[src/rtl/twd_pkg.sv]
// ----------------------------------------------------------------------------
// twd_pkg
// Shared types and constants for the wiring-diagram builder: payload structs,
// result kinds, controller states and the command/status bundles.
// ----------------------------------------------------------------------------
package twd_pkg;

	localparam int LINE_W = 5;              // line number / position width
	localparam int CNT_W  = 6;              // line count width
	localparam int RES_W  = 5;              // per-item result counter width
	localparam int MAX_POS = 32;            // positions reachable by a 5-bit index
	localparam int MAX_LINES = 32;          // lines in the diagram, at most MAX_POS
	localparam logic [RES_W-1:0] MAX_RESULTS = 5'd18;

	typedef enum logic [1:0] {
		KIND_CROSS   = 2'd0,
		KIND_PAIR    = 2'd1,
		KIND_INVALID = 2'd2,
		KIND_END     = 2'd3
	} twd_kind_t;

	typedef struct packed {
		logic [LINE_W-1:0] gen_index;
		logic              last_gen;
	} twd_in_t;

	typedef struct packed {
		twd_kind_t         result_kind;
		logic [LINE_W-1:0] line_a;
		logic [LINE_W-1:0] line_b;
		logic [CNT_W-1:0]  line_count;
		logic              last_result;
	} twd_out_t;

	typedef enum logic [2:0] {
		ST_IDLE,
		ST_SWAP,
		ST_SCAN_RD,
		ST_SCAN_CHK,
		ST_END
	} twd_state_t;

	// Controller to datapath
	typedef struct packed {
		logic      cap_in;    // latch the incoming item
		logic      rd_in;     // read the pair at the incoming index
		logic      rd_scan0;  // read the pair at position 0
		logic      rd_next;   // advance the scan and read the next pair
		logic      wr_swap;   // write the swapped pair back
		logic      emit;      // load the output register
		twd_kind_t kind;      // kind of result to load
		logic      set_prev;
		logic      clr_prev;
		logic      finish;    // back to identity
	} twd_cmd_t;

	// Datapath to controller
	typedef struct packed {
		logic in_range;  // incoming index names a real pair
		logic in_last;   // incoming item is the last
		logic last_q;    // held item is the last
		logic out_free;  // output register can take a result
		logic asc;       // pair just read is ascending
		logic prev;      // previous scanned pair was ascending
		logic room;      // room left for a pair ahead of the end result
		logic more;      // further scan positions remain
	} twd_sts_t;

endpackage

[src/rtl/transposition_word_to_wiring_diagram_top.sv]
// Flow: an accepted in-range item is read from the banks, then in ST_SWAP the
// crossing result is loaded and the swapped pair written back, once the output
// register is free; an ignored item that is not last is only captured. No new
// item is taken until the block is back in ST_IDLE. The last item adds a scan,
// one bank read per scanned position, n = largest index + 2, then the end result.
// Reset: asynchronous; the permutation reads as identity at once (valid bits).
// ----------------------------------------------------------------------------
// transposition_word_to_wiring_diagram_top
// Builds a wiring diagram from a stream of adjacent transpositions: crossing,
// parallel-pair, invalid and end results.
// ----------------------------------------------------------------------------
module transposition_word_to_wiring_diagram_top (
	input  logic              clk,
	input  logic              arst_n,
	input  logic              in_valid,
	output logic              in_ready,
	input  twd_pkg::twd_in_t  in_data,
	output logic              out_valid,
	input  logic              out_ready,
	output twd_pkg::twd_out_t out_data
);

	twd_pkg::twd_cmd_t cmd;
	twd_pkg::twd_sts_t sts;

	// Sequencer
	twd_ctrl u_ctrl (
		.clk      (clk),
		.arst_n   (arst_n),
		.in_valid (in_valid),
		.in_ready (in_ready),
		.sts      (sts),
		.cmd      (cmd)
	);

	// Permutation store and result path
	twd_datapath u_datapath (
		.clk       (clk),
		.arst_n    (arst_n),
		.in_data   (in_data),
		.cmd       (cmd),
		.sts       (sts),
		.out_valid (out_valid),
		.out_ready (out_ready),
		.out_data  (out_data)
	);

endmodule

[src/rtl/twd_ctrl.sv]
// ----------------------------------------------------------------------------
// twd_ctrl
// Sequencer: swap for each in-range item, then on the last item a scan of adjacent
// positions and the end result.
// ----------------------------------------------------------------------------
module twd_ctrl (
	input  logic              clk,
	input  logic              arst_n,
	input  logic              in_valid,
	output logic              in_ready,
	input  twd_pkg::twd_sts_t sts,
	output twd_pkg::twd_cmd_t cmd
);

	twd_pkg::twd_state_t state_q, state_d;

	// State register
	always_ff @(posedge clk or negedge arst_n) begin
		if (!arst_n) begin
			state_q <= twd_pkg::ST_IDLE;
		end else begin
			state_q <= state_d;
		end
	end

	// Next state and commands
	always_comb begin
		state_d  = state_q;
		in_ready = 1'b0;
		cmd      = '0;
		cmd.kind = twd_pkg::KIND_CROSS;
		unique case (state_q)
			twd_pkg::ST_IDLE: begin
				in_ready = 1'b1;
				if (in_valid) begin
					cmd.cap_in = 1'b1;
					if (sts.in_range) begin
						cmd.rd_in = 1'b1;
						state_d   = twd_pkg::ST_SWAP;
					end else if (sts.in_last) begin
						state_d = twd_pkg::ST_SCAN_RD;
					end
				end
			end
			twd_pkg::ST_SWAP: begin
				if (sts.out_free) begin
					cmd.emit    = 1'b1;
					cmd.kind    = twd_pkg::KIND_CROSS;
					cmd.wr_swap = 1'b1;
					state_d     = sts.last_q ? twd_pkg::ST_SCAN_RD : twd_pkg::ST_IDLE;
				end
			end
			twd_pkg::ST_SCAN_RD: begin
				cmd.rd_scan0 = 1'b1;
				state_d      = twd_pkg::ST_SCAN_CHK;
			end
			twd_pkg::ST_SCAN_CHK: begin
				if (sts.asc) begin
					if (!sts.room) begin
						state_d = twd_pkg::ST_END;
					end else if (sts.prev) begin
						// a line shared by two pairs stops the scan
						if (sts.out_free) begin
							cmd.emit = 1'b1;
							cmd.kind = twd_pkg::KIND_INVALID;
							state_d  = twd_pkg::ST_END;
						end
					end else if (sts.out_free) begin
						cmd.emit     = 1'b1;
						cmd.kind     = twd_pkg::KIND_PAIR;
						cmd.set_prev = 1'b1;
						if (sts.more) begin
							cmd.rd_next = 1'b1;
						end else begin
							state_d = twd_pkg::ST_END;
						end
					end
				end else begin
					cmd.clr_prev = 1'b1;
					if (sts.more) begin
						cmd.rd_next = 1'b1;
					end else begin
						state_d = twd_pkg::ST_END;
					end
				end
			end
			twd_pkg::ST_END: begin
				if (sts.out_free) begin
					cmd.emit   = 1'b1;
					cmd.kind   = twd_pkg::KIND_END;
					cmd.finish = 1'b1;
					state_d    = twd_pkg::ST_IDLE;
				end
			end
			default: begin
				state_d = twd_pkg::ST_IDLE;
			end
		endcase
	end

endmodule

[src/rtl/twd_datapath.sv]
// ----------------------------------------------------------------------------
// twd_datapath
// Permutation store split into even and odd position banks, so that any
// adjacent pair is one read and one write per bank. Valid bits make an
// unwritten entry read as its own position. Also holds the scan state and
// the output register.
// ----------------------------------------------------------------------------
module twd_datapath (
	input  logic              clk,
	input  logic              arst_n,
	input  twd_pkg::twd_in_t  in_data,
	input  twd_pkg::twd_cmd_t cmd,
	output twd_pkg::twd_sts_t sts,
	output logic              out_valid,
	input  logic              out_ready,
	output twd_pkg::twd_out_t out_data
);

	localparam int LW    = twd_pkg::LINE_W;
	localparam int CW    = twd_pkg::CNT_W;
	localparam int DEPTH = (twd_pkg::MAX_LINES < twd_pkg::MAX_POS) ?
		twd_pkg::MAX_LINES : twd_pkg::MAX_POS;
	localparam int HALF  = (DEPTH + 1) / 2;
	localparam int AW    = $clog2(HALF);
	localparam logic [8:0]    ML9 = 9'(twd_pkg::MAX_LINES);
	localparam logic [CW-1:0] LIM = CW'(DEPTH);

	// Banks and their valid bits
	logic [LW-1:0] bank_even [HALF];
	logic [LW-1:0] bank_odd  [HALF];
	logic [HALF-1:0] ev_vld_q, od_vld_q;

	// Item and scan registers
	logic [LW-1:0]              g_q;
	logic                       last_q;
	logic [LW-1:0]              i_q;
	logic                       prev_q;
	logic [twd_pkg::RES_W-1:0]  k_q;
	logic [LW-1:0]              largest_q;

	// Read registers
	logic [LW-1:0] ev_rd_q, od_rd_q;
	logic          ev_ok_q, od_ok_q;
	logic [AW-1:0] ev_adr_q, od_adr_q;
	logic          rd_par_q;

	logic              out_valid_q;
	twd_pkg::twd_out_t out_q;

	// Read position and bank addresses
	logic [LW-1:0] rd_pos;
	logic          rd_en;
	logic [LW:0]   rd_pos_inc;
	logic [LW-1:0] rd_pos_half;
	logic [AW-1:0] rd_ea, rd_oa;

	always_comb begin
		rd_en  = cmd.rd_in | cmd.rd_scan0 | cmd.rd_next;
		rd_pos = i_q + LW'(1);
		if (cmd.rd_in) begin
			rd_pos = in_data.gen_index;
		end else if (cmd.rd_scan0) begin
			rd_pos = '0;
		end
		rd_pos_inc  = {1'b0, rd_pos} + (LW+1)'(1);
		rd_pos_half = rd_pos >> 1;
		rd_ea       = rd_pos_inc[AW:1];
		rd_oa       = rd_pos_half[AW-1:0];
	end

	// Registered bank reads
	always_ff @(posedge clk) begin
		if (rd_en) begin
			ev_rd_q  <= bank_even[rd_ea];
			od_rd_q  <= bank_odd[rd_oa];
			ev_adr_q <= rd_ea;
			od_adr_q <= rd_oa;
			rd_par_q <= rd_pos[0];
		end
	end

	always_ff @(posedge clk or negedge arst_n) begin
		if (!arst_n) begin
			ev_ok_q <= 1'b0;
			od_ok_q <= 1'b0;
		end else if (rd_en) begin
			ev_ok_q <= ev_vld_q[rd_ea];
			od_ok_q <= od_vld_q[rd_oa];
		end
	end

	// Unwritten entries read as their own position
	logic [LW-1:0] ev_line, od_line, line_lo, line_hi;

	always_comb begin
		ev_line = ev_ok_q ? ev_rd_q : LW'({ev_adr_q, 1'b0});
		od_line = od_ok_q ? od_rd_q : LW'({od_adr_q, 1'b1});
		line_lo = rd_par_q ? od_line : ev_line;
		line_hi = rd_par_q ? ev_line : od_line;
	end

	// Swap write-back at the held index
	logic [LW:0]   wr_pos_inc;
	logic [LW-1:0] wr_pos_half;
	logic [AW-1:0] wr_ea, wr_oa;
	logic [LW-1:0] wr_ev_data, wr_od_data;

	always_comb begin
		wr_pos_inc  = {1'b0, g_q} + (LW+1)'(1);
		wr_pos_half = g_q >> 1;
		wr_ea       = wr_pos_inc[AW:1];
		wr_oa       = wr_pos_half[AW-1:0];
		// position g takes the line from g+1 and the other way round
		wr_ev_data  = g_q[0] ? line_lo : line_hi;
		wr_od_data  = g_q[0] ? line_hi : line_lo;
	end

	always_ff @(posedge clk) begin
		if (cmd.wr_swap) begin
			bank_even[wr_ea] <= wr_ev_data;
			bank_odd[wr_oa]  <= wr_od_data;
		end
	end

	always_ff @(posedge clk or negedge arst_n) begin
		if (!arst_n) begin
			ev_vld_q <= '0;
			od_vld_q <= '0;
		end else if (cmd.finish) begin
			ev_vld_q <= '0;
			od_vld_q <= '0;
		end else if (cmd.wr_swap) begin
			ev_vld_q[wr_ea] <= 1'b1;
			od_vld_q[wr_oa] <= 1'b1;
		end
	end

	// Item, scan and largest-index registers
	always_ff @(posedge clk or negedge arst_n) begin
		if (!arst_n) begin
			g_q       <= '0;
			last_q    <= 1'b0;
			i_q       <= '0;
			prev_q    <= 1'b0;
			k_q       <= '0;
			largest_q <= '0;
		end else begin
			if (cmd.cap_in) begin
				g_q    <= in_data.gen_index;
				last_q <= in_data.last_gen;
				prev_q <= 1'b0;
				k_q    <= '0;
			end else begin
				if (cmd.set_prev) begin
					prev_q <= 1'b1;
				end else if (cmd.clr_prev) begin
					prev_q <= 1'b0;
				end
				if (cmd.emit) begin
					k_q <= k_q + twd_pkg::RES_W'(1);
				end
			end
			if (cmd.rd_scan0) begin
				i_q <= '0;
			end else if (cmd.rd_next) begin
				i_q <= i_q + LW'(1);
			end
			if (cmd.finish) begin
				largest_q <= '0;
			end else if (cmd.wr_swap && (g_q > largest_q)) begin
				largest_q <= g_q;
			end
		end
	end

	// Line count, clamped to the stored depth
	logic [CW-1:0] n_full, n_lines;
	logic [CW-1:0] i_plus2;

	always_comb begin
		n_full  = {1'b0, largest_q} + CW'(2);
		n_lines = (n_full > LIM) ? LIM : n_full;
		i_plus2 = {1'b0, i_q} + CW'(2);
	end

	// Status to the controller
	always_comb begin
		sts.in_range = (({4'b0, in_data.gen_index} + 9'd1) < ML9);
		sts.in_last  = in_data.last_gen;
		sts.last_q   = last_q;
		sts.out_free = !out_valid_q || out_ready;
		sts.asc      = line_lo < line_hi;
		sts.prev     = prev_q;
		sts.room     = k_q < (twd_pkg::MAX_RESULTS - twd_pkg::RES_W'(1));
		sts.more     = i_plus2 < n_lines;
	end

	// Result assembly
	twd_pkg::twd_out_t res_d;

	always_comb begin
		res_d             = '0;
		res_d.result_kind = cmd.kind;
		case (cmd.kind)
			twd_pkg::KIND_CROSS: begin
				res_d.line_a      = line_lo;
				res_d.line_b      = line_hi;
				res_d.last_result = !last_q;
			end
			twd_pkg::KIND_END: begin
				res_d.line_count  = n_lines;
				res_d.last_result = 1'b1;
			end
			default: begin
				res_d.line_a = line_lo;
				res_d.line_b = line_hi;
			end
		endcase
	end

	// Output register
	always_ff @(posedge clk or negedge arst_n) begin
		if (!arst_n) begin
			out_valid_q <= 1'b0;
		end else if (cmd.emit) begin
			out_valid_q <= 1'b1;
		end else if (out_ready) begin
			out_valid_q <= 1'b0;
		end
	end

	always_ff @(posedge clk) begin
		if (cmd.emit) begin
			out_q <= res_d;
		end
	end

	assign out_valid = out_valid_q;
	assign out_data  = out_q;

endmodule

[config.mk]
export PLATFORM = sky130hd
export DESIGN_NAME = transposition_word_to_wiring_diagram_top
export DESIGN_NICKNAME = d
export VERILOG_FILES = /design/src/rtl/twd_pkg.sv /design/src/rtl/transposition_word_to_wiring_diagram_top.sv /design/src/rtl/twd_ctrl.sv /design/src/rtl/twd_datapath.sv
export SDC_FILE = /design/constraint.sdc
export NUM_CORES = 1
export LEC_CHECK = 0
export ABC_AREA = 1
export ABC_CLOCK_PERIOD_IN_PS = 7450
export BUFFER_PORTS_ARGS = -buffer_cell sky130_fd_sc_hd__buf_2
export CAP_MARGIN = 15
export CORE_ASPECT_RATIO = 0.8
export CORE_MARGIN = 2
export CORE_UTILIZATION = 35
export CTS_BUF_LIST = sky130_fd_sc_hd__clkbuf_8
export DETAILED_ROUTE_END_ITERATION = 10
export GPL_ROUTABILITY_DRIVEN = 0
export PLACE_DENSITY_LB_ADDON = 0.1
export SYNTH_ARGS = -nofsm -noshare
export SYNTH_HDL_FRONTEND = slang
export SYNTH_HIERARCHICAL = 1
export SYNTH_SLANG_ARGS = --single-unit
[constraint.sdc]
create_clock -name clk -period 7.45 [get_ports clk]
set_clock_uncertainty 0.15 [all_clocks]
set_input_delay 1.49 -clock clk [delete_from_list [all_inputs] [get_ports clk]]
set_output_delay 1.49 -clock clk [all_outputs]
set_load 0.01 [all_outputs]
==> flow_summary.yaml, run 1 <==
cells_and_area:
  drive_above_1_share_pct: 10.7
  diodes: 0
  nFillCells: 3301
  design_area_sq_um: 13200
  syn_to_final_growth_pct: 12.2
  final_nets: 1257
clock_tree:
  cts_hold_buf: 0
  clkTransAtPathRegs_ns: 0.06
  numCtsBuffers: 44
  clockBufferDepth: 3
  clk_latency_ns: 0.57
  cts_resized: 0
  htree_levels: 2
  cts_num_sinks: 258
  cts_tree: "built"
  cts_setup_buffers: 0
  clockRootBuffer: "clkbuf_8"
hold_path:
  holdCritPathClass: "reg -> reg"
routing:
  drc: 0
  routed-via-count: 8287
  first_iter_violations: 709
  final_antenna_net_count: 0
  viasPerCell: 4.89
  drt_first_pass_iters: 7
  wl_per_cell_microns: 18.2
  totalWireLength_mm: 30.9
synthesis:
  synth_top_area_share_pct: 50.5
  ys.flop_type: "edfxtp_1"
  syn-num-nets: 1213
  synth_area_sq_um: 11800
  synth_edf_count: 198
  synthCells: 1181
  synth-seq-cells: 258
  synth_commonest_cells: "nand2_1, edfxtp_1, nand3_1"
  syn_avg_cell_area_sq_um: 9.98
  ys_warn_count: 6
  yosysSeqAreaShare_pct: 63.2
  synth.most_common_cell: "nand2_1"
  yosysUniqueCellTypes: 40
  synth.top_cells.by_area: "edfxtp_1, dfrtp_1, nand2_1"
  async_flop_share_pct: 23.3
  yosysTopAreaCell: "edfxtp_1"
global_routing:
  grt_max_degree: 61
  gr-total-overflow: 0
  grt_pass1_wl_mm: 48.3
  grt_pass1_vias: 8038
  grt_usage_pct: 18.0
  grt_antenna_before_repair: 0
sta:
  fmax_mhz: 206
  setup_violations: 0
  fin_crit_sh_pct: 65.2
  slew_violations: 0
  hold_viol_final: 0
  setup_tns_ns: 0
  slew_headroom_pct: 25.2
  rsz0062_at_grt: "no"
  setup_ws_ns: 2.60
  post-route-min-period_ns: 4.85
  worst_pin_slew_ns: 1.11
place:
  dp_hpwl_mm: 20.1
  pre_cts_ws_ns: 1.98
  place_area_sq_um: 12300
  port_buffers: 30
critical_path:
  worst-path-max-fanout: 46
  cp.arrival_ns: 5.02
  reg2reg_slack_ns: 2.99
  required_ns: 7.62
  end_kind: "flip-flop"
  worst-setup-path-type: "in -> reg"
  crit_path_start_kind: "input port"
die:
  die_y_microns: 168
  start_util_pct: 35.3
  core_sq_um: 33400
  boundaryPins: 31
  dieArea_sq_um: 35200
  row_count: 60
  die_w_microns: 209
status:
  status: "finished, final reports clean"
run:
  max_cap_violations: 0
registers in the layout (all words and copies together) (netlist names), 3 cells and up:
signal	cells
u_datapath/i_q	5
u_datapath/k_q	5
u_datapath/bank_even	80
u_datapath/ev_rd_q	5
u_datapath/bank_odd	80
u_datapath/largest_q	5
u_datapath/ev_adr_q	4
u_datapath/od_adr_q	4
u_datapath/g_q	5
u_datapath/ev_vld_q	16
u_ctrl/state_q	3
u_datapath/od_vld_q	16
u_datapath/out_data	19
u_datapath/od_rd_q	5
layer usage:
metal | wire [microns] | GRT usage [%]
met1 | 15800 | 28.2
met2 | 12700 | 25.6
met3 | 1870 | 3.19
met4 | 540 | 4.44
met5 | 0 | 0
final timing paths:
check	from	to	cells after the start
max	in_data[3]	u_datapath/ev_rd_q[1]	17
min	u_datapath/k_q[4]	u_datapath/k_q[4]	1
max reg2reg	u_ctrl/state_q[0]	u_datapath/ev_rd_q[1]	17
min reg2reg	u_datapath/k_q[4]	u_datapath/k_q[4]	1
max in group asynchronous	arst_n	u_datapath/ev_vld_q[11]	2
min in group asynchronous	arst_n	u_datapath/k_q[3]	2
cells in the final DEF (no fill, tap or decap), types with 2 or more instances in the layout:
master and n:
a21oi_1 17, a31oi_1 2, and2_1 5, buf_2 30
buf_4 10, buf_6 2, clkbuf_8 53, clkinv_1 4
clkinv_2 2, clkinvlp_4 2, dfrtp_1 60, edfxtp_1 198
ha_1 22, inv_1 94, inv_2 7, inv_4 2
mux2i_1 5, nand2_1 356, nand2_2 5, nand2_4 5
nand3_1 160, nand3_2 3, nand4_1 5, nor2_1 116
nor3_1 10, o21a_1 16, o21ai_0 37, o21ai_1 4
o21ai_2 6, xor2_1 5
cell families (layout without fill, tap and decap cells):
group                      count (synthesis)  count (layout)  synth area share [%]
xor gates and xnor gates                   6               6                 0.446
DFF                                      258             258                  63.2
adders and majority gates                 22              22                  2.34
AOI/OAI and AO/OA                         89              89                  4.40
buffers and inverters                    129             207                  4.87
and+or+nand+nor                          672             672                  24.3
muxes                                      5               5                 0.425
critical path, cell delays in order:
cell,delay [ns]
buf_2,0.14
nand3_1,0.08
nand3b_1,0.15
inv_1,0.07
nor3_1,0.19
buf_4,0.21
nand2_1,0.11
nand2_4,0.43
inv_2,0.08
ha_1,0.32
clkinv_1,0.73
buf_4,0.51
nand2_1,0.09
nand3_1,0.07
nand3_1,0.10
nand3_1,0.08
and2_1,0.16
through the flow:
step / hold WS (ns) / instances / util (%)
global placement: 0.316 / 1611 / 36.9
CTS: 0.330 / 1691 / 39.5
global route: 0.356 / 1693 / 39.6
detailed placement: 0.320 / 1611 / 36.9
floorplan: 0.283 / 1181 / -
finish: 0.321 / 1693 / 39.6
final cells by class:
type                    instances  area [sq um]  share of cell area (%)
flip-flops and latches        258          7450                    56.3
multi-input cells             794          3790                    28.7
inverters                      85           324                    2.45
clock buffers                  53           729                    5.52
clock inverters                27           138                    1.04
repair buffers                 42           248                    1.87
well taps                     434           543                    4.11
Power of run 1 is not shown: default switching activity piles up to over one toggle a cycle in this logic, so the estimate is an artifact.
==> run 2: changes to the inputs <==
Settings changed: ABC_CLOCK_PERIOD_IN_PS 7450 to 4050.
Clock period 7.45 ns to 4.05 ns, I/O delays scaled along.
==> run 2 against run 1 <==
Net effect: register-to-register slack lost 2.5 ns; clock-buffer cell count shrank 3; critical path depth shrank 1; routed wire length grew 4.2%; sequential cell count is the same; cell count grew 1.7%; die area is the same; final area grew 2.1%; global-route usage grew 0.68 points.
==> flow_summary.yaml, run 2 (synthesized netlist as in run 1, its figures left out) <==
status:
  status: "finished, final reports clean"
die:
  row_count: 60
  core_sq_um: 33400
  die_w_microns: 209
  dieArea_sq_um: 35200
  start_util_pct: 35.3
  boundaryPins: 31
  die_y_microns: 168
routing:
  drt_first_pass_iters: 8
  viasPerCell: 4.87
  totalWireLength_mm: 32.2
  wl_per_cell_microns: 18.7
  final_antenna_net_count: 0
  first_iter_violations: 635
  routed-via-count: 8388
  drc: 0
global_routing:
  gr-total-overflow: 0
  grt_max_degree: 50
  grt_pass1_vias: 8029
  grt_pass1_wl_mm: 49.7
  grt_usage_pct: 18.7
  grt_antenna_before_repair: 0
clock_tree:
  cts_resized: 0
  cts_setup_buffers: 0
  cts_tree: "built"
  clockRootBuffer: "clkbuf_8"
  clkTransAtPathRegs_ns: 0.06
  cts_hold_buf: 0
  numCtsBuffers: 46
  clk_latency_ns: 0.58
  htree_levels: 2
  clockBufferDepth: 3
  cts_num_sinks: 258
sta:
  rsz0062_at_grt: "no"
  slew_violations: 0
  fmax_mhz: 280
  post-route-min-period_ns: 3.57
  hold_viol_final: 0
  worst_pin_slew_ns: 0.945
  hold_ws_ns: 0.121
  setup_tns_ns: 0
  fin_crit_sh_pct: 88.0
  setup_violations: 0
  slew_headroom_pct: 36.8
critical_path:
  required_ns: 4.22
  worst-setup-path-type: "reg -> reg"
  timing.critical_path.buf_inv: 4
  crit_path_start_kind: "flip-flop"
  path_delay_family: "compound AO/OA/AOI/OAI gates"
  cp_slowest_stage_delay_ns: 0.40
  worstPathCellList: "inv_1 > nand2_1 > nand2_1 > o21ai_0 > inv_1 > ha_1 > a21oi_1 > o21ai_0 > a21oi_1 > nand2_1 > inv_1 > nand3_1 > o21ai_0 > ha_1 > buf_4 > nor2_1"
  cp.arrival_ns: 3.73
  worst-path-max-fanout: 10
  crit_slowest_cell: "dfrtp_1"
  end_kind: "flip-flop"
cells_and_area:
  drive_above_1_share_pct: 12.8
  fin_cells: 1722
  nFillCells: 3317
  multi_input_area_sq_um: 3790
  mostFrequentLayoutCells: "nand2_1, edfxtp_1, nand3_1"
  final_nets: 1284
  layout_commonest_cell: "nand2_1"
  syn_to_final_growth_pct: 14.6
  design_area_sq_um: 13500
  regArea_sq_um: 7450
  diodes: 0
place:
  dp.cells: 1638
  port_buffers: 30
  dp_hpwl_mm: 21.6
  place_area_sq_um: 12600
hold_path:
  holdCritPathClass: "in -> async"
run:
  max_cap_violations: 0
run 2: metal layers:
| layer | wire (microns) | global-route usage (%) | up-vias |
|---|---|---|---|
| li1 | - | - | 4126 |
| met1 | 16700 | 29.5 | 4006 |
| met2 | 13000 | 25.7 | 216 |
| met3 | 1920 | 3.79 | 40 |
| met4 | 560 | 4.91 | 0 |
| met5 | 0 | 0 | - |
run 2: final timing paths:
check | from | endpoint | slack (ns) | cells after the start
setup / recovery | u_datapath/od_ok_q | u_datapath/out_data[14] | 0.48 | 16
hold / removal | arst_n | u_datapath/k_q[4] | 0.12 | 1
setup reg to reg | u_datapath/od_ok_q | u_datapath/out_data[14] | 0.48 | 16
hold reg to reg | u_datapath/k_q[4] | u_datapath/k_q[4] | 0.32 | 1
max in group asynchronous | arst_n | u_datapath/od_vld_q[1] | 2.58 | 2
min in group clk | u_datapath/k_q[4] | u_datapath/k_q[4] | 0.32 | 1
run 2: worst register-to-register path, delay by kind of cell (launching register included):
kind	cells	cell delay, ns
fa+ha+maj	2	0.56
buf+inv	4	0.52
flops	1	0.40
compound gates	5	1.24
simple gates	5	0.46
run 2: final cells by class:
| type | count | share of cell area (%) |
|---|---|---|
| clock buffers | 50 | 5.10 |
| clock inverters | 34 | 1.85 |
| inverters | 85 | 2.40 |
| multi-input cells | 794 | 28.1 |
| flip-flops and latches | 258 | 55.2 |
| well taps | 434 | 4.02 |
| repair buffers | 67 | 3.36 |
run 2: stage by stage:
stage,setup slack (ns),util [%]
detailed placement,0.428,37.6
CTS,0.431,40.4
finish,0.485,40.4
floorplan,0.258,-
global placement,0.429,37.6
global route,0.0582,40.4
Power of run 2 is left out for the same reason.
==> run 3: changes to the inputs <==
Settings changed: ABC_CLOCK_PERIOD_IN_PS 4050 to 3200.
Clock period 4.05 ns to 3.2 ns, I/O delays scaled along.
==> run 3 against run 2 <==
Net effect: cell count rose by 5.7%; utilization rose by 3.1 points; critical path depth rose by 1; setup slack got worse by 0.33 ns; worst hold slack improved by 0.043 ns; critical endpoint is now u_datapath/out_data[0]; largest cell class unchanged; highest routed layer unchanged.
==> flow_summary.yaml, run 3 (synthesized netlist as in run 1, its figures left out) <==
die:
  boundaryPins: 31
  start_util_pct: 35.3
  row_count: 60
  die_y_microns: 168
  core_sq_um: 33400
  dieArea_sq_um: 35200
  die_w_microns: 209
clock_tree:
  clockRootBuffer: "clkbuf_8"
  clkTransAtPathRegs_ns: 0.06
  htree_levels: 2
  clockBufferDepth: 3
  cts_num_sinks: 258
  clk_latency_ns: 0.58
  cts_tree: "built"
  numCtsBuffers: 46
sta:
  fin_crit_sh_pct: 95.1
  worst_pin_slew_ns: 1.06
  setup_violations: 0
  slew_headroom_pct: 29.5
  post-route-min-period_ns: 3.04
  setup_tns_ns: 0
  hold_viol_final: 0
  fmax_mhz: 329
  hold_ws_ns: 0.165
  rsz0062_at_grt: "yes"
  slew_violations: 0
routing:
  met1_length_mm: 16.8
  wl_per_cell_microns: 18.0
  top_layer: "met4"
  totalWireLength_mm: 32.7
  wl_met3_mm: 2.01
  viasPerCell: 4.83
  drc: 0
  final_antenna_net_count: 0
  first_iter_violations: 579
  dr_wl_met2_mm: 13.4
  drt_first_pass_iters: 5
  routed-via-count: 8793
critical_path:
  required_ns: 3.36
  worst-setup-path-type: "reg -> reg"
  crit_slowest_cell: "dfrtp_1"
  worst-path-max-fanout: 5
  worstPathCellList: "inv_2 > nand2_1 > nand2_2 > o21ai_1 > ha_4 > a21oi_2 > o21ai_1 > a21oi_1 > buf_4 > nand2_1 > inv_2 > nand3_2 > o21ai_2 > buf_4 > inv_1 > ha_1 > a21oi_2"
  path_delay_family: "compound AO/OA/AOI/OAI gates"
  crit_path_start_kind: "flip-flop"
  timing.critical_path.buf_inv: 5
  cp_slowest_stage_delay_ns: 0.42
  cp.arrival_ns: 3.20
  end_kind: "flip-flop"
cells_and_area:
  drive_above_1_share_pct: 21.1
  diodes: 0
  mostFrequentLayoutCells: "nand2_1, edfxtp_1, nand3_1"
  final_nets: 1383
  design_area_sq_um: 14500
  layout_commonest_cell: "nand2_1"
  regArea_sq_um: 7450
  final_core_util_pct: 43.5
  multi_input_area_sq_um: 3910
  syn_to_final_growth_pct: 23.4
  nFillCells: 3306
global_routing:
  grt_max_degree: 46
  grt_antenna_before_repair: 0
  grt_pass1_vias: 8571
  gr-total-overflow: 0
  grt_usage_pct: 18.9
  grt_pass1_wl_mm: 50.8
place:
  port_buffers: 30
  dp_hpwl_mm: 22.2
  place_area_sq_um: 13300
status:
  status: "finished, final reports clean"
hold_path:
  holdCritPathClass: "in -> reg"
run:
  max_cap_violations: 0
[run 3: cell types whose count changed in the layout (fill, tap and decap cells not counted), moves of 4 or more]
cell / delta
buf_12: +6
nand2_1: -7
o21ai_2: +8
inv_1: -5
o21ai_1: +4
nand2_2: +7
buf_4: +86
inv_2: +5
o21ai_0: -12
[run 3: metrics by stage]
step	cells	setup slack [ns]
5_1_grt	1820	-0.0480
3_3_place_gp	1729	-0.220
3_5_place_dp	1729	-0.203
6_report	1820	0.158
2_1_floorplan	1181	0.00658
4_1_cts	1813	0.00702
[run 3: worst reg2reg max path: stages (launching register included)]
cell,delay [ns]
dfrtp_1,0.42
inv_2,0.09
nand2_1,0.08
nand2_2,0.09
o21ai_1,0.30
ha_4,0.26
a21oi_2,0.11
o21ai_1,0.06
a21oi_1,0.14
buf_4,0.16
nand2_1,0.06
inv_2,0.08
nand3_2,0.11
o21ai_2,0.19
buf_4,0.14
inv_1,0.04
ha_1,0.29
a21oi_2,0.03
[run 3: final timing paths]
check,slack [ns],startpoint,to,depth (start not counted)
worst min-delay path,0.16,in_data[0],u_datapath/last_q,3
max in group asynchronous,1.67,arst_n,u_datapath/od_vld_q[1],3
worst max-delay path,0.16,u_datapath/od_ok_q,u_datapath/out_data[0],17
min in group asynchronous,0.54,arst_n,u_datapath/ev_vld_q[15],2
worst max register to register,0.16,u_datapath/od_ok_q,u_datapath/out_data[0],17
worst min register to register,0.34,u_datapath/k_q[4],u_datapath/k_q[4],1
[run 3: cell type report]
class	count	share of cell area, %
Sequential cell	258	51.2
Multi-Input combinational cell	794	26.9
Timing Repair Buffer	166	9.06
Clock buffer	48	4.54
Tap cell	434	3.74
Inverter	85	2.26
Clock inverter	35	2.24
[run 3: repair_timing]
action	4_1_cts	5_1_grt
setup endpoints to repair	39	66
pin swaps	0	14
setup buffers	0	7
hold buffers	1	0
resized for setup	7	44
endpoints found under the hold margin	3	0
gates cloned	0	1
[run 3: routing by layer]
metal | GRT usage [%] | vias up
met2 | 26.7 | 244
met3 | 3.36 | 46
met5 | 0 | -
met4 | 4.35 | 0
met1 | 29.9 | 4173
li1 | - | 4330
Power of run 3 is left out for the same reason.
